<file path="config.mk">
export PLATFORM = sky130hd
export DESIGN_NAME = range_triggered_avoid_controller_core
export DESIGN_NICKNAME = d
export VERILOG_FILES = /design/src/rtl/rtac_pkg.sv /design/src/rtl/range_triggered_avoid_controller_core.sv
export SDC_FILE = /design/constraint.sdc
export NUM_CORES = 1
export LEC_CHECK = 0
export BUFFER_PORTS_ARGS = -buffer_cell sky130_fd_sc_hd__buf_2
export CORE_MARGIN = 2
export CORE_UTILIZATION = 50
export DETAILED_ROUTE_END_ITERATION = 12
export PLACE_DENSITY = 0.69
export SLEW_MARGIN = 30
export SYNTH_ARGS = -nofsm -noshare
export SYNTH_HDL_FRONTEND = slang
export SYNTH_SLANG_ARGS = --single-unit
</file>
<file path="constraint.sdc">
create_clock -name i_clk -period 9.25 [get_ports i_clk]
set_input_delay 1.3875 -clock i_clk [delete_from_list [all_inputs] [get_ports i_clk]]
set_output_delay 1.3875 -clock i_clk [all_outputs]
set_load 0.005 [all_outputs]
</file>
<file path="src/rtl/rtac_pkg.sv">
// ----------------------------------------------------------------------------
// rtac_pkg: range triggered avoid controller package
// Item types, item kind codes, motor command codes, register indexes and
// fixed constants shared by the controller.
// ----------------------------------------------------------------------------
package rtac_pkg;

    // Item kind codes
    localparam logic [1:0] KIND_POLL  = 2'd0;
    localparam logic [1:0] KIND_FRAME = 2'd1;
    localparam logic [1:0] KIND_INIT  = 2'd2;

    // Motor command codes
    localparam logic [1:0] MOTOR_NONE   = 2'd0;
    localparam logic [1:0] MOTOR_NORMAL = 2'd1;
    localparam logic [1:0] MOTOR_CAP    = 2'd2;

    // Configuration register indexes
    localparam logic [2:0] REG_POLL_DIVIDE     = 3'd0;
    localparam logic [2:0] REG_COMM_ERROR_LIM  = 3'd1;
    localparam logic [2:0] REG_NO_DATA_LIM     = 3'd2;
    localparam logic [2:0] REG_ENTER_SAMPLES   = 3'd3;
    localparam logic [2:0] REG_EXIT_SAMPLES    = 3'd4;
    localparam logic [2:0] REG_TRIGGER_MIN     = 3'd5;
    localparam logic [2:0] REG_TRIGGER_MAX     = 3'd6;
    localparam logic [2:0] REG_LEFT_LANE_LIMIT = 3'd7;

    // Distance constants
    localparam logic [13:0] NO_DIST  = 14'd8192;
    localparam logic [15:0] MAX_DIST = 16'd4000;

    // Input item
    typedef struct packed {
        logic [1:0]  kind;
        logic        comm_ok;
        logic        data_ready;
        logic        range_done;
        logic [15:0] range_mm;
        logic        motor_stopped;
        logic [7:0]  left_lost_rows;
        logic [7:0]  right_lost_rows;
        logic [7:0]  left_edge;
        logic [7:0]  right_edge;
    } t_in_item;

    // Result item
    typedef struct packed {
        logic              avoiding;
        logic signed [7:0] path_bias;
        logic              bias_written;
        logic [1:0]        motor_cmd;
        logic              reinit_request;
        logic              sample_taken;
        logic              range_valid;
        logic [13:0]       last_distance;
        logic              bypass_left;
        logic              sensor_ready;
    } t_out_item;

endpackage

</file>
<file path="src/rtl/range_triggered_avoid_controller_core.sv">
// ----------------------------------------------------------------------------
// range_triggered_avoid_controller_core
// An accepted item's result is in the output register in the next cycle.
// Throughput: one item per cycle unless the output stalls a held result;
// an item's state updates are one combinational pass into the state and
// result registers. Reset (synchronous, active low) loads register defaults,
// sets the controller state to its defaults and empties the output register.
// ----------------------------------------------------------------------------
module range_triggered_avoid_controller_core
    import rtac_pkg::*;
#(
    parameter int BIAS_PX     = 20,
    parameter int IMAGE_WIDTH = 188,
    parameter int VISION_ROW  = 60
) (
    input  logic        i_clk,
    input  logic        i_rst_n,
    // input item channel
    input  logic        i_in_valid,
    output logic        o_in_stall,
    input  t_in_item    i_in_item,
    // result item channel
    output logic        o_out_valid,
    input  logic        i_out_stall,
    output t_out_item   o_out_item,
    // configuration write channel
    input  logic        i_cfg_valid,
    output logic        o_cfg_ready,
    input  logic [2:0]  i_cfg_index,
    input  logic [11:0] i_cfg_data
);

    localparam logic [7:0]        EDGE_RIGHT_MAX = 8'(IMAGE_WIDTH - 1);
    localparam logic [7:0]        ROW_LIMIT      = 8'(VISION_ROW);
    localparam logic signed [7:0] BIAS_POS       = 8'(BIAS_PX);
    localparam logic signed [7:0] BIAS_NEG       = 8'(-BIAS_PX);

    // configuration registers
    logic [7:0]  r_poll_divide, r_comm_error_limit, r_no_data_limit;
    logic [7:0]  r_enter_samples, r_exit_samples, r_left_lane_limit;
    logic [11:0] r_trigger_min, r_trigger_max;

    // controller state
    logic        r_ready_flag, n_ready_flag;
    logic        r_avoid_mode, n_avoid_mode;
    logic        r_left_chosen, n_left_chosen;
    logic        r_valid_flag, n_valid_flag;
    logic [7:0]  r_poll_count, n_poll_count;
    logic [7:0]  r_comm_err_count, n_comm_err_count;
    logic [7:0]  r_no_data_count, n_no_data_count;
    logic [7:0]  r_enter_count, n_enter_count;
    logic [7:0]  r_exit_count, n_exit_count;
    logic [13:0] r_held_distance, n_held_distance;

    // result register
    logic        r_out_valid;
    t_out_item   r_out_item, n_out_item;

    logic        in_accept;
    logic [8:0]  lane_sum;
    logic [7:0]  lane_mid;
    logic [7:0]  poll_inc;
    logic        in_window;

    // handshakes: result register frees when taken
    assign o_in_stall  = r_out_valid & i_out_stall;
    assign in_accept   = i_in_valid & ~o_in_stall;
    assign o_out_valid = r_out_valid;
    assign o_out_item  = r_out_item;
    assign o_cfg_ready = 1'b1;

    // datapath terms computed ahead of the item case
    assign lane_sum    = {1'b0, i_in_item.left_edge} + {1'b0, i_in_item.right_edge};
    assign lane_mid    = lane_sum[8:1];
    assign poll_inc    = r_poll_count + 8'd1;
    assign in_window   = (i_in_item.range_mm >= {4'd0, r_trigger_min}) &&
                         (i_in_item.range_mm <= {4'd0, r_trigger_max});

    // configuration writes
    always_ff @(posedge i_clk) begin
        if (!i_rst_n) begin
            r_poll_divide      <= 8'd2;
            r_comm_error_limit <= 8'd5;
            r_no_data_limit    <= 8'd10;
            r_enter_samples    <= 8'd3;
            r_exit_samples     <= 8'd3;
            r_trigger_min      <= 12'd100;
            r_trigger_max      <= 12'd600;
            r_left_lane_limit  <= 8'd84;
        end else if (i_cfg_valid) begin
            case (i_cfg_index)
                REG_POLL_DIVIDE:     r_poll_divide      <= i_cfg_data[7:0];
                REG_COMM_ERROR_LIM:  r_comm_error_limit <= i_cfg_data[7:0];
                REG_NO_DATA_LIM:     r_no_data_limit    <= i_cfg_data[7:0];
                REG_ENTER_SAMPLES:   r_enter_samples    <= i_cfg_data[7:0];
                REG_EXIT_SAMPLES:    r_exit_samples     <= i_cfg_data[7:0];
                REG_TRIGGER_MIN:     r_trigger_min      <= i_cfg_data;
                REG_TRIGGER_MAX:     r_trigger_max      <= i_cfg_data;
                REG_LEFT_LANE_LIMIT: r_left_lane_limit  <= i_cfg_data[7:0];
                default: ;
            endcase
        end
    end

    // item processing: next state and result
    always_comb begin
        logic              bias_w, reinit, sample;
        logic signed [7:0] bias;
        logic [1:0]        motor;

        n_ready_flag     = r_ready_flag;
        n_avoid_mode     = r_avoid_mode;
        n_left_chosen    = r_left_chosen;
        n_valid_flag     = r_valid_flag;
        n_poll_count     = r_poll_count;
        n_comm_err_count = r_comm_err_count;
        n_no_data_count  = r_no_data_count;
        n_enter_count    = r_enter_count;
        n_exit_count     = r_exit_count;
        n_held_distance  = r_held_distance;
        bias_w = 1'b0;
        reinit = 1'b0;
        sample = 1'b0;
        bias   = '0;
        motor  = MOTOR_NONE;

        case (i_in_item.kind)
            // init: clear everything, ready follows start result
            KIND_INIT: begin
                n_ready_flag     = i_in_item.comm_ok;
                n_avoid_mode     = 1'b0;
                n_left_chosen    = 1'b0;
                n_valid_flag     = 1'b0;
                n_poll_count     = r_poll_divide - 8'd1;
                n_comm_err_count = '0;
                n_no_data_count  = '0;
                n_enter_count    = '0;
                n_exit_count     = '0;
                n_held_distance  = NO_DIST;
            end
            // frame: bypass side selection while following
            KIND_FRAME: begin
                if (r_ready_flag && !r_avoid_mode) begin
                    n_left_chosen = 1'b0;
                    if (!(ROW_LIMIT <= i_in_item.left_lost_rows ||
                          ROW_LIMIT <= i_in_item.right_lost_rows) &&
                        !(i_in_item.left_edge == 8'd0 ||
                          i_in_item.right_edge == EDGE_RIGHT_MAX ||
                          i_in_item.left_edge >= i_in_item.right_edge) &&
                        lane_mid <= r_left_lane_limit) begin
                        n_left_chosen = 1'b1;
                    end
                end
            end
            // poll tick: divided sampling of the range sensor
            KIND_POLL: begin
                if (r_ready_flag) begin
                    n_poll_count = poll_inc;
                    if (poll_inc >= r_poll_divide) begin
                        n_poll_count = '0;
                        sample       = 1'b1;
                        if (!i_in_item.comm_ok) begin
                            // link failure
                            n_no_data_count = '0;
                            if (r_comm_err_count < r_comm_error_limit)
                                n_comm_err_count = r_comm_err_count + 8'd1;
                            n_valid_flag    = 1'b0;
                            n_held_distance = NO_DIST;
                            if (n_comm_err_count >= r_comm_error_limit) reinit = 1'b1;
                        end else begin
                            n_comm_err_count = '0;
                            if (!i_in_item.data_ready) begin
                                // no new measurement
                                if (r_no_data_count < r_no_data_limit)
                                    n_no_data_count = r_no_data_count + 8'd1;
                                if (n_no_data_count >= r_no_data_limit) reinit = 1'b1;
                            end else begin
                                n_no_data_count = '0;
                                if (!i_in_item.range_done ||
                                    i_in_item.range_mm > MAX_DIST) begin
                                    n_valid_flag    = 1'b0;
                                    n_held_distance = NO_DIST;
                                end else begin
                                    n_valid_flag    = 1'b1;
                                    n_held_distance = i_in_item.range_mm[13:0];
                                    if (in_window) begin
                                        n_exit_count  = '0;
                                        n_enter_count = '0;
                                        if (!r_avoid_mode) begin
                                            // count toward entering avoid
                                            n_enter_count = r_enter_count;
                                            if (r_enter_count < r_enter_samples)
                                                n_enter_count = r_enter_count + 8'd1;
                                            if (n_enter_count >= r_enter_samples) begin
                                                n_enter_count = '0;
                                                bias   = r_left_chosen ? BIAS_POS : BIAS_NEG;
                                                bias_w = 1'b1;
                                                if (!i_in_item.motor_stopped) motor = MOTOR_CAP;
                                                n_avoid_mode = 1'b1;
                                            end
                                        end
                                    end else if (r_avoid_mode) begin
                                        // count toward leaving avoid
                                        n_enter_count = '0;
                                        if (r_exit_count < r_exit_samples)
                                            n_exit_count = r_exit_count + 8'd1;
                                        if (n_exit_count >= r_exit_samples) begin
                                            n_exit_count = '0;
                                            bias_w       = 1'b1;
                                            if (!i_in_item.motor_stopped) motor = MOTOR_NORMAL;
                                            n_avoid_mode = 1'b0;
                                        end
                                    end else begin
                                        n_enter_count = '0;
                                        n_exit_count  = '0;
                                    end
                                end
                            end
                        end
                        // sensor reinit request
                        if (reinit) begin
                            n_comm_err_count = '0;
                            n_no_data_count  = '0;
                            n_enter_count    = '0;
                            n_exit_count     = '0;
                            n_valid_flag     = 1'b0;
                            n_held_distance  = NO_DIST;
                            if (!i_in_item.motor_stopped)
                                motor = n_avoid_mode ? MOTOR_CAP : MOTOR_NORMAL;
                            n_poll_count = r_poll_divide - 8'd1;
                        end
                    end
                end
            end
            default: ;
        endcase

        n_out_item.avoiding       = n_avoid_mode;
        n_out_item.path_bias      = bias;
        n_out_item.bias_written   = bias_w;
        n_out_item.motor_cmd      = motor;
        n_out_item.reinit_request = reinit;
        n_out_item.sample_taken   = sample;
        n_out_item.range_valid    = n_valid_flag;
        n_out_item.last_distance  = n_held_distance;
        n_out_item.bypass_left    = n_left_chosen;
        n_out_item.sensor_ready   = n_ready_flag;
    end

    // state registers
    always_ff @(posedge i_clk) begin
        if (!i_rst_n) begin
            r_ready_flag     <= 1'b0;
            r_avoid_mode     <= 1'b0;
            r_left_chosen    <= 1'b0;
            r_valid_flag     <= 1'b0;
            r_poll_count     <= 8'd1;
            r_comm_err_count <= '0;
            r_no_data_count  <= '0;
            r_enter_count    <= '0;
            r_exit_count     <= '0;
            r_held_distance  <= NO_DIST;
        end else if (in_accept) begin
            r_ready_flag     <= n_ready_flag;
            r_avoid_mode     <= n_avoid_mode;
            r_left_chosen    <= n_left_chosen;
            r_valid_flag     <= n_valid_flag;
            r_poll_count     <= n_poll_count;
            r_comm_err_count <= n_comm_err_count;
            r_no_data_count  <= n_no_data_count;
            r_enter_count    <= n_enter_count;
            r_exit_count     <= n_exit_count;
            r_held_distance  <= n_held_distance;
        end
    end

    // result register valid
    always_ff @(posedge i_clk) begin
        if (!i_rst_n) begin
            r_out_valid <= 1'b0;
        end else if (in_accept) begin
            r_out_valid <= 1'b1;
        end else if (!i_out_stall) begin
            r_out_valid <= 1'b0;
        end
    end

    // result register payload
    always_ff @(posedge i_clk) begin
        if (in_accept) begin
            r_out_item <= n_out_item;
        end
    end

`ifndef ASSERT_OFF
    // a held distance always comes with the valid flag
    a_held_implies_valid: assert property (@(posedge i_clk) disable iff (!i_rst_n)
        r_held_distance != NO_DIST |-> r_valid_flag)
        else $error("held distance without valid flag");

    // an accepted item always leaves a result behind
    a_accept_gives_result: assert property (@(posedge i_clk) disable iff (!i_rst_n)
        in_accept |=> r_out_valid)
        else $error("accepted item produced no result");

    // bias is only written on a sensor sample
    a_bias_on_sample: assert property (@(posedge i_clk) disable iff (!i_rst_n)
        r_out_valid && r_out_item.bias_written |-> r_out_item.sample_taken)
        else $error("bias written without a sample");

    // an init item leaves the controller following with no distance
    a_init_clears: assert property (@(posedge i_clk) disable iff (!i_rst_n)
        in_accept && i_in_item.kind == KIND_INIT |=> !r_avoid_mode && !r_valid_flag)
        else $error("init item did not clear state");
`endif

endmodule
</file>
Yosys cells after proc, flatten, opt, wreduce, memory -nomap -nowiden
Index checks and enable logic that the tools add are counted.
{"block": "totals", "register_bits": 162, "inputBits": 74}
{"block": "op_classes", "n_addsub": 7, "magnitude_cmp": 16, "eq_ne": 16, "n_mux": 124, "bitwise": 10, "n_reduce_logical": 31}
{"operator": "$mux W8", "n": 60}
{"operator": "$mux W14", "n": 6}
{"operator": "$pmux W8 S2", "n": 5}
{"operator": "$ge A8 B8 Y1", "n": 6}
{"operator": "$add A8 B1 Y8 const B", "n": 5}
{"operator": "$mux W1", "n": 39}
{"operator": "$lt A8 B8 Y1", "n": 4}
{"operator": "$pmux W14 S2", "n": 1}
{"operator": "$mux W2", "n": 10}
{"operator": "$reduce_and A2 Y1", "n": 9}
{"operator": "$ge A16 B12 Y1", "n": 1}
{"operator": "$gt A16 B12 Y1 const B", "n": 1}
{"operator": "$le A16 B12 Y1", "n": 1}
{"operator": "$le A6 B8 Y1 const A", "n": 2}
{"operator": "$eq A3 B3 Y1 const B", "n": 4}
{"operator": "$add A8 B8 Y9", "n": 1}
{"operator": "$ne A3 B3 Y1 const B", "n": 3}
{"operator": "$reduce_or A9 Y1", "n": 1}
{"operator": "$eq A8 B8 Y1 const B", "n": 1}
{"operator": "$le A8 B8 Y1", "n": 1}
{"operator": "$logic_not A8 Y1", "n": 1}
{"operator": "$not A1 Y1", "n": 8}
{"operator": "$sub A8 B1 Y8 const B", "n": 1}
{"operator": "$reduce_and A7 Y1", "n": 1}
{"operator": "other kinds (17)", "n": 32}

Longest topological paths before layout
Gate-level depths: netlist of the first run.
{"block": "depth", "depth_word": 23, "depth_mapped": 18, "ltp_nobuf": 16}

Least setup slack after synthesis of the first run
No wires, ideal clock.
{"block": "synth_timing", "path_kind": "reg2reg", "start": "register r_comm_err_count[5]", "end": "register r_enter_count[2]", "t_arrival_ns": 3.687, "t_required_ns": 9.135, "slack_ns": 5.448, "path_stages_with_launch": 15, "n_path_buf": 1, "path_cell_list": "dfxtp_1 ha_1 a2111oi_0 nand2b_1 a21oi_2 o2111ai_1 xnor2_1 ha_1 o2111ai_1 o2111ai_1 nand4_1 a211o_1 buf_2 and3_1 a31o_1"}
{"block": "synth_via", "elab_chain_cells": 16, "word_cells_on_any_way": 21, "classes_between": "add/sub: 1; order compare: 2; eq/ne: 3; mux: 14; reduce/logical: 1"}
{"item": "start, declared", "line": "range_triggered_avoid_controller_core.sv:49", "source": "logic [7:0] r_comm_err_count, n_comm_err_count;"}
{"item": "start signal, assigned", "line": "range_triggered_avoid_controller_core.sv:269", "source": "r_comm_err_count <= n_comm_err_count;"}
{"item": "$add A8 B1 Y8 or $lt A8 B8 Y1 (tied branches)", "line": "range_triggered_avoid_controller_core.sv:166, range_triggered_avoid_controller_core.sv:165"}
{"item": "$mux W8 (*)", "line": "range_triggered_avoid_controller_core.sv:165", "source": "if (r_comm_err_count < r_comm_error_limit)"}
{"item": "$mux W8 (*)", "line": "range_triggered_avoid_controller_core.sv:162", "source": "if (!i_in_item.comm_ok) begin"}
{"item": "$mux W8 (*)", "line": "range_triggered_avoid_controller_core.sv:159", "source": "if (poll_inc >= r_poll_divide) begin"}
{"item": "$mux W8 (*)", "line": "range_triggered_avoid_controller_core.sv:157", "source": "if (r_ready_flag) begin"}
{"item": "$mux W8 (*)", "line": "range_triggered_avoid_controller_core.sv:127", "source": "case (i_in_item.kind)"}
{"item": "$ge A8 B8 Y1 (*)", "line": "range_triggered_avoid_controller_core.sv:169", "source": "if (n_comm_err_count >= r_comm_error_limit) reinit = 1'b1;"}
{"item": "$mux W1 (*)", "line": "range_triggered_avoid_controller_core.sv:169"}
{"item": "$mux W1 (*)", "line": "range_triggered_avoid_controller_core.sv:162"}
{"item": "$mux W1 (*)", "line": "range_triggered_avoid_controller_core.sv:159"}
{"item": "$mux W1 (*)", "line": "range_triggered_avoid_controller_core.sv:157"}
{"item": "$mux W1 (*)", "line": "range_triggered_avoid_controller_core.sv:127"}
{"item": "$mux W8", "line": "range_triggered_avoid_controller_core.sv:221", "source": "if (reinit) begin"}
{"item": "$mux W8", "line": "range_triggered_avoid_controller_core.sv:159"}
{"item": "$mux W8", "line": "range_triggered_avoid_controller_core.sv:157"}
{"item": "$pmux W8 S2", "line": "range_triggered_avoid_controller_core.sv:127"}
{"item": "end signal, assigned", "line": "range_triggered_avoid_controller_core.sv:271", "source": "r_enter_count <= n_enter_count;"}
{"item": "end, declared", "line": "range_triggered_avoid_controller_core.sv:51", "source": "logic [7:0] r_enter_count, n_enter_count;"}
Mark *: on every way between the ends. The rest lies on a longest branch, timed or not. The select of a mux whose other input is x is not followed.
A chain may end at the register's enable or synchronous reset.

Final worst setup path of the first run
{"block": "layout_timing", "start": "register r_comm_err_count[5]", "end": "register r_enter_count[0]"}
Same word-level chain as after synthesis.

==> summary.txt, run 1 <==
Worst hold path
  – Worst hold start: r_exit_samples[4]
  – Hold path depth: 2
  – Hold WC Path Type: flop to flop
  – Hold Path Sink: r_exit_samples[4]

Setup path
  – Crit Path Class: flop to flop
  – Worst-path fanout max: 15
  – R2R setup slack: 4.47 ns
  – Critical path's slowest cell: a211o_1
  – Critical path launch point type: flop
  – Arrival time at the worst endpoint: slightly above 5 ns
  – R2r worst-path depth: 13
  – Crit path required time: slightly below 10 ns
  – Reg-to-reg startpoint: r_comm_err_count[5]
  – Most frequent cell on the critical path: o2111ai_1
  – Worst reg2reg path endpoint: r_enter_count[0]
  – Max incr delay on CP: approximately 0.67 ns
  – Cell Chain, Critical Path: ha_1 -> a2111oi_0 -> nand2b_1 -> a21oi_2 -> o2111ai_1 -> xnor2_1 -> ha_1 -> o2111ai_1 -> o2111ai_1 -> nand4_1 -> a211o_1 -> nor3_4 -> a41o_1
  – Worst Setup End Kind: flop

STA
  – RSZ-0062 raised after global routing: no
  – Fin. Hold Viols: 0
  – Clk_skew: approximately 0.011 ns
  – Setup TNS: 0 ns
  – Slew @ Worst Pin: ~0.94 ns
  – Final setup viols: 0
  – Min cycle time layout: roughly 4.8 ns
  – Slew headroom: between 30% and 40%
  – Tcrit/Tclk final: between 50% and 60%
  – Slew Limit Fails: 0
  – Max Freq: roughly 0.21 GHz

Clock tree
  – Clk pin slew, worst setup/hold paths: ~0.07 ns
  – CTS Buf Count: 17
  – Largest buffer count on any clock path: 2
  – H-tree depth: 4
  – CTS tree: done
  – Post-cts hold buffer count: 0
  – Root Driver: clkbuf_16
  – Clock Latency Late Sink: 0.43 ns
  – Post-CTS sizing: 0
  – Post-CTS Setup Bufs: 0
  – Clk sinks: between 150 and 200

Cells and area
  – Nets: ~1.5k
  – Non-Filler Instances: roughly 1.6k
  – Design area: between 10000 and 15000 um2
  – Layout cells sized above 1: between 10% and 20%
  – Antenna diodes: 0
  – Most frequent cells in the layout: nand2_1, dfxtp_1, ha_1
  – Commonest non-fill, non-tap cell in the layout: nand2_1
  – Layout area overhead: 11.88%

Floorplanning
  – Core area: 20300 um2
  – Die height: 148.0 um
  – FP Rows: 52
  – Initial Utilization: roughly 51%
  – Die X: roughly 150 um
  – I/O Pins: ~110
  – Die Area: about 22000 um2

Yosys
  – Adder-Cell Fraction of Synth Area: roughly 15%
  – Most used DFF post-synth: dfxtp_1
  – Largest family of logic cells by synthesized area: compound AO/OA/AOI/OAI gates
  – Post-synth EDFFs: 26
  – Post-Syn Area: 10370 um2
  – Sequential-to-total area share from yosys stat: around a third
  – Mean Syn Cell Area: 8.501 um2
  – Syn Inst Count: approximately 1.2k
  – #FFs+latches synth: between 150 and 200
  – Mux contribution to synthesized area: roughly 1.3%
  – Synth Area in Simple Gates: about a fifth
  – Warnings from Yosys: 0
  – Compound-gate portion of the synthesized area: between 20 and 25%
  – Async set-or-reset flop fraction in the synthesized netlist: 0%
  – Post-Synth XOR/XNOR Area: under 10%
  – Yosys cell types: between 80 and 90

Global route
  – GR met2 Demand/Resource: a little under two fifths
  – GR Overflow Total: 0
  – Layer with the highest usage: met2
  – Vias in the first global route: roughly 8.4k
  – First-pass GRT wire length: 41920 um
  – Gr usage total: 23.59%
  – Initial antenna violation count: 0
  – Met3 usage: 3.272%
  – Met1 Usage GRT: about a third
  – Largest net degree at the start of global routing: 77

Place
  – Placed inst area: 11040 um2
  – Placed Cells: around 1.5k
  – Final HPWL DP: between 15000 and 20000 um
  – RePlAce Congestion: between 0.8 and 0.9
  – I/O Buffers: 100

Power and ir drop
  – Clock network fraction of total power: between 40% and 50%
  – Net Switching: around 0.45 mW
  – Pint: about 1.1 mW
  – Net Sw Frac: between 20 and 30%
  – Pwr dens: between 100 and 150 nW/um2
  – Leakage: approximately 5 nW
  – Comb pwr share: between 10% and 20%
  – Sequential cell fraction of total power: about 45%
  – Maximum vdd ir drop: around 0.00013 V

Drt
  – First-pass DRT Iterations: 5
  – DRC: 0
  – Iteration-0 DRC Markers: 537
  – Post-route ant nets: 0
  – Wire per inst: 16.21 um
  – Via density: 5.736
  – Detailed Route WL: between 20000 and 30000 um
  – Vias: 9046

Flow run
  – Number of max-cap violations: 0

Status
  – Status: complete, no violations
[registers in the layout (all words and copies together) (netlist names), 8 cells and up]
name / cells
r_left_lane_limit: 8
r_exit_samples: 8
r_poll_divide: 8
r_comm_err_count: 8
r_trigger_max: 12
r_comm_error_limit: 8
r_held_distance: 14
r_poll_count: 8
r_trigger_min: 12
r_no_data_limit: 8
r_enter_count: 8
r_exit_count: 8
r_enter_samples: 8
r_no_data_count: 8
o_out_item: 26
[synthesized netlist by cell type (all sizes together), types with 8 or more instances]
cell	n	share of area (%)
a22oi	14	1.0
nor2b	10	0.60
buf	18	1.0
a22o	13	1.2
nand4	24	1.4
and3	18	1.1
nand2b	23	1.4
o21ai	43	2.1
a2111oi	8	1.2
o21a	9	0.65
nand3	45	2.2
xnor2	36	3.0
and2	12	0.72
nor3	20	1.1
dfxtp	131	25
edfxtp	26	7.5
a21o	15	1.1
o211ai	23	1.7
clkbuf	35	1.4
a21oi	98	5.0
nor4	9	0.60
nand2	185	6.8
nor2	49	1.8
mux2i	9	0.87
ha	125	15
inv	103	3.7
xor2	10	0.84
[per-stage QoR]
| step | hold WS [ns] | worst slack (ns) | utilization, % | power, mW |
|---|---|---|---|---|
| floorplan | 0.4363 | 5.448 | - | 0.8645 |
| global placement | 0.4431 | 4.609 | 54.31 | 0.9260 |
| detailed placement | 0.4479 | 4.511 | 54.38 | 0.9320 |
| CTS | 0.4566 | 4.479 | 57.10 | 1.596 |
| global route | 0.4734 | 4.075 | 57.16 | 1.651 |
| finish | 0.4573 | 4.471 | 57.16 | 1.589 |
[how the worst max path moves through the flow]
stage                             start               end  slack [ns]  depth (start not counted)
floorplan           r_comm_err_count[5]  r_enter_count[2]        5.45                         14
global placement    r_comm_err_count[5]     o_out_item[6]        4.61                         14
detailed placement  r_comm_err_count[5]     o_out_item[4]        4.51                         14
CTS                 r_comm_err_count[5]     o_out_item[4]        4.48                         14
global route        r_comm_err_count[5]  r_enter_count[0]        4.07                         13
finish              r_comm_err_count[5]  r_enter_count[0]        4.47                         13
[worst max-delay path, delay by kind of cell, from the launching register on]
kind,cells,cell delay [ns]
and+or+nand+nor,3,1.11
DFF,1,0.44
AOI/OAI and AO/OA,7,2.37
xor gates and xnor gates,1,0.19
adders and majority gates,2,0.60
[kinds of logic (layout without fill, tap and decap cells)]
group	count (synthesis)	in the layout
multiplexers	13	13
AND/OR/NAND/NOR	421	421
other	2	3
XOR/XNOR	46	46
flip-flops	157	157
adder cells (fa/ha/maj)	126	126
buffers and inverters	156	242
AO/OA/AOI/OAI	299	299
[metal layers]
layer  routed length [um]  vias to the layer above  share of wire (%)
met2                11550                      253                 45
met5                    0                        -                  0
met4                  588                        0                2.3
met1                12180                     4219                 48
met3                 1246                       42                4.9
li1                     -                     4532                  -
[area by class of cell]
cell class / instances / area, um2
timing repair buffer: 107 / 553.0
inverter: 103 / 386.6
tap: 270 / 337.8
clock inverter: 13 / 120.1
clock buffer: 19 / 432.9
fill: 1904 / 8696
sequential: 157 / 3403
multi-input combinational: 908 / 6370
[power groups by stage]
stage / Combinational (mW) / Clock [mW] / Sequential, mW
after floorplan: 0.135 / 0 / 0.729
after detailed placement: 0.202 / 0 / 0.730
after CTS: 0.203 / 0.678 / 0.715
after global placement: 0.196 / 0 / 0.730
after global routing: 0.230 / 0.705 / 0.716
final: 0.205 / 0.669 / 0.715
No activity file was read; power rests on OpenSTA's default activity.
==> run 2, diff against run 1 <==
- ABC_AREA: unset -> 1
- PLACE_DENSITY: 0.69 -> 0.72
- clock period: 9.25 -> 3.9 ns (I/O delays scaled with it)
==> summary.txt, run 2 <==
Status
  – Status: complete, no violations

Setup path
  – R2R setup slack: 0.36 ns (-4.11 ns)
  – Critical path launch point type: flop
  – Worst Setup End Kind: flop
  – Critical Path Start: r_no_data_limit[3]
  – Crit Path Class: flop to flop
  – CP endpoint: r_held_distance[9]
  – R2r worst-path depth: 22 (+9)
  – Arrival time at the worst endpoint: 3.94 ns (-1.21 ns)
  – Worst-path fanout max: 14 (-1)
  – Worst reg2reg path endpoint: r_held_distance[9]
  – Reg-to-reg startpoint: r_no_data_limit[3]
  – Crit path required time: 4.30 ns (-5.33 ns)

Clock tree
  – Largest buffer count on any clock path: 2 (unchanged)
  – CTS Buf Count: 17 (unchanged)
  – Clock Latency Late Sink: 0.45 ns (+0.02 ns)
  – Clk pin slew, worst setup/hold paths: 0.08 ns (about the same)
  – Clk sinks: 157 (unchanged)
  – CTS tree: done
  – Post-CTS Setup Bufs: 0 (unchanged)
  – Root Driver: clkbuf_16
  – H-tree depth: 4 (unchanged)

STA
  – Slew Limit Fails: 0 (unchanged)
  – Final setup viols: 0 (unchanged)
  – Clk_skew: 0.01195 ns (+0.0009109 ns)
  – RSZ-0062 raised after global routing: no
  – Setup ws final: 0.3588 ns (-4.112 ns)
  – Slew @ Worst Pin: 0.9755 ns (+0.04008 ns)
  – Slew headroom: 34.89% (-2.3 points)
  – Min cycle time layout: 3.541 ns (-1.238 ns)
  – Max Freq: 0.2824 GHz (+35%)
  – Setup TNS: 0 ns (unchanged)
  – Tcrit/Tclk final: 90.80% (+39 points)
  – Fin. Hold Viols: 0 (unchanged)

Yosys
  – Mean Syn Cell Area: 7.144 um2 (-16%)
  – Syn Inst Count: 1491 (+22%)
  – Warnings from Yosys: 0 (unchanged)
  – Top cells by area, synth: dfxtp_1, ha_1, nand2_1
  – #FFs+latches synth: 157 (unchanged)
  – Sequential-to-total area share from yosys stat: 31.95% (-0.86 points)
  – Yosys top cell area share: 24.62% (-0.67 points)
  – Post-synth EDFFs: 26 (unchanged)
  – Post-Syn Area: 10650 um2 (+2.7%)
  – Yosys cell types: 46 (-48%)
  – Post-synth top cells: nand2_1, inv_1, a21oi_1
  – Async set-or-reset flop fraction in the synthesized netlist: 0% (unchanged)
  – Count leader, synth: nand2_1
  – Most used DFF post-synth: dfxtp_1
  – Post-synth top area cell: dfxtp_1

Power and ir drop
  – Comb pwr share: 19.3% (+6.4 points)
  – Sequential cell fraction of total power: 40.6% (-4.4 points)
  – Pint: 2.944 mW (+160%)
  – Maximum vdd ir drop: 0.0003127 V (+140%)
  – Net Switching: 1.377 mW (+210%)
  – Pwr dens: 361.1 nW/um2 (+160%)
  – Leakage: 5.904 nW (+21%)
  – Net Sw Frac: 31.87% (+3.5 points)
  – Clock network fraction of total power: 40.1% (-2.0 points)

Flow run
  – Number of max-cap violations: 0 (unchanged)

Cells and area
  – Layout cells sized above 1: 10.90% (-2.4 points)
  – Largest register FFs: 26 (unchanged)
  – Nets: 1774 (+19%)
  – Antenna diodes: 0 (unchanged)
  – Most frequent cells in the layout: nand2_1, inv_1, a21oi_1
  – Fin util: 57.10% (-0.063 points)
  – Commonest non-fill, non-tap cell in the layout: nand2_1
  – Layout area overhead: 12.33%
  – Non-Filler Instances: 1862 (+18%)

Drt
  – Post-route ant nets: 0 (unchanged)
  – Detailed Route WL: 25800 um (+0.92%)
  – Iteration-0 DRC Markers: 586 (+9.1%)
  – Vias: 9845 (+8.8%)
  – DRC: 0 (unchanged)
  – First-pass DRT Iterations: 5 (unchanged)
  – Via density: 5.287 (-7.8%)
  – Wire per inst: 13.85 um (-15%)

Place
  – I/O Buffers: 100 (unchanged)
  – Placed Cells: 1830 (+18%)
  – Final HPWL DP: 18980 um (+0.46%)
  – RePlAce Congestion: 0.8913 (+3.7%)
  – Dpl ws: 0.3024 ns (-4.209 ns)

Global route
  – Gr usage total: 23.45% (-0.14 points)
  – Initial antenna violation count: 0 (unchanged)
  – First-pass GRT wire length: 42480 um (+1.3%)
  – Largest net degree at the start of global routing: 83 (+7.8%)
  – Vias in the first global route: 8997 (+7.2%)
  – GR Overflow Total: 0 (unchanged)

Worst hold path
  – Hold WC Path Type: primary input to flop

Floorplanning
  – Initial Utilization: 50.83% (-0.26 points)
  – I/O Pins: 108 (unchanged)
  – Core area: 20960 um2 (+3.2%)
  – Die Area: 22490 um2 (+2.6%)
  – FP Rows: 53 (+1.9%)
  – Die height: 150.0 um (+1.3%)
  – Die X: 150.0 um (+1.3%)
## run 2: worst min-delay path by stage
stage / endpoint / cells past startpoint / from
2_1_floorplan: r_trigger_max[10] / 2 / r_trigger_max[10]
3_3_place_gp: r_trigger_min[3] / 2 / r_trigger_min[3]
3_5_place_dp: r_trigger_min[10] / 2 / r_trigger_min[10]
4_1_cts: r_trigger_max[9] / 3 / i_cfg_data[9]
5_1_grt: r_trigger_max[9] / 3 / i_cfg_data[9]
6_report: r_trigger_max[9] / 3 / i_cfg_data[9]
## run 2: what timing repair did
item / in CTS / in global routing
endpoints found under the setup margin: 0 / 3
hold buffers: 0 / 0
gates resized for setup: 0 / 1
## run 2: final cells by class
| type | instances | area (um2) |
|---|---|---|
| clock buffers | 17 | 425.4 |
| fillers | 1987 | 8990 |
| repair buffers | 110 | 575.6 |
| well taps | 275 | 344.1 |
| flip-flops and latches | 157 | 3403 |
| inverters | 250 | 943.4 |
| multi-input cells | 1038 | 6078 |
| clock inverters | 15 | 195.2 |
## run 2: power by group through the flow
stage | combinational, mW | sequential, mW | clock [mW]
finish | 0.834 | 1.76 | 1.73
global route | 0.958 | 1.76 | 1.82
CTS | 0.831 | 1.76 | 1.75
detailed placement | 0.826 | 1.79 | 0
global placement | 0.803 | 1.79 | 0
floorplan | 0.589 | 1.79 | 0
## run 2: logic make-up (layout without fill, tap and decap cells)
family | Yosys count | count (layout) | synth area share (%)
fa+ha+maj | 126 | 126 | 14.87
other cells | 2 | 3 | 0.07051
flops | 157 | 157 | 31.95
compound gates | 325 | 325 | 16.32
buf+inv | 297 | 392 | 11.04
xor+xnor | 42 | 42 | 3.454
simple gates | 542 | 542 | 22.30
## run 2: per-layer routing
metal | part of all wire [%] | GRT usage [%] | vias up | wire length, um
met5 | 0 | 0 | - | 0
met4 | 1.7 | 7.311 | 0 | 450
met3 | 5.4 | 3.902 | 38 | 1384
met2 | 49 | 40.91 | 267 | 12550
met1 | 44 | 29.54 | 4467 | 11420
li1 | - | - | 5073 | -
## run 2: per-stage QoR
step / power [mW] / hold slack (ns) / instance area, um2
finish: 4.321 / 0.3721 / 11970
global route: 4.543 / 0.3886 / 11970
global placement: 2.593 / 0.4455 / 11340
floorplan: 2.375 / 0.4331 / 10660
CTS: 4.335 / 0.3727 / 11960
detailed placement: 2.618 / 0.4523 / 11340
## run 2: worst max-delay path, cell delays in order (launching register included)
cell and delay (ns):
dfxtp_1 0.32, inv_1 0.08, ha_1 0.31, nand2_1 0.05, o21ai_0 0.27, nand4_2 0.23
nand2_2 0.24, nand2_1 0.07, nand2_1 0.06, inv_1 0.06, ha_1 0.30, a21oi_1 0.15
o21ai_0 0.12, nand2_1 0.08, nand3_1 0.12, nand3_1 0.14, nand2_2 0.12, nor2_4 0.19
buf_4 0.24, nand4_1 0.14, nand3_1 0.11, nand2_1 0.05, inv_1 0.05
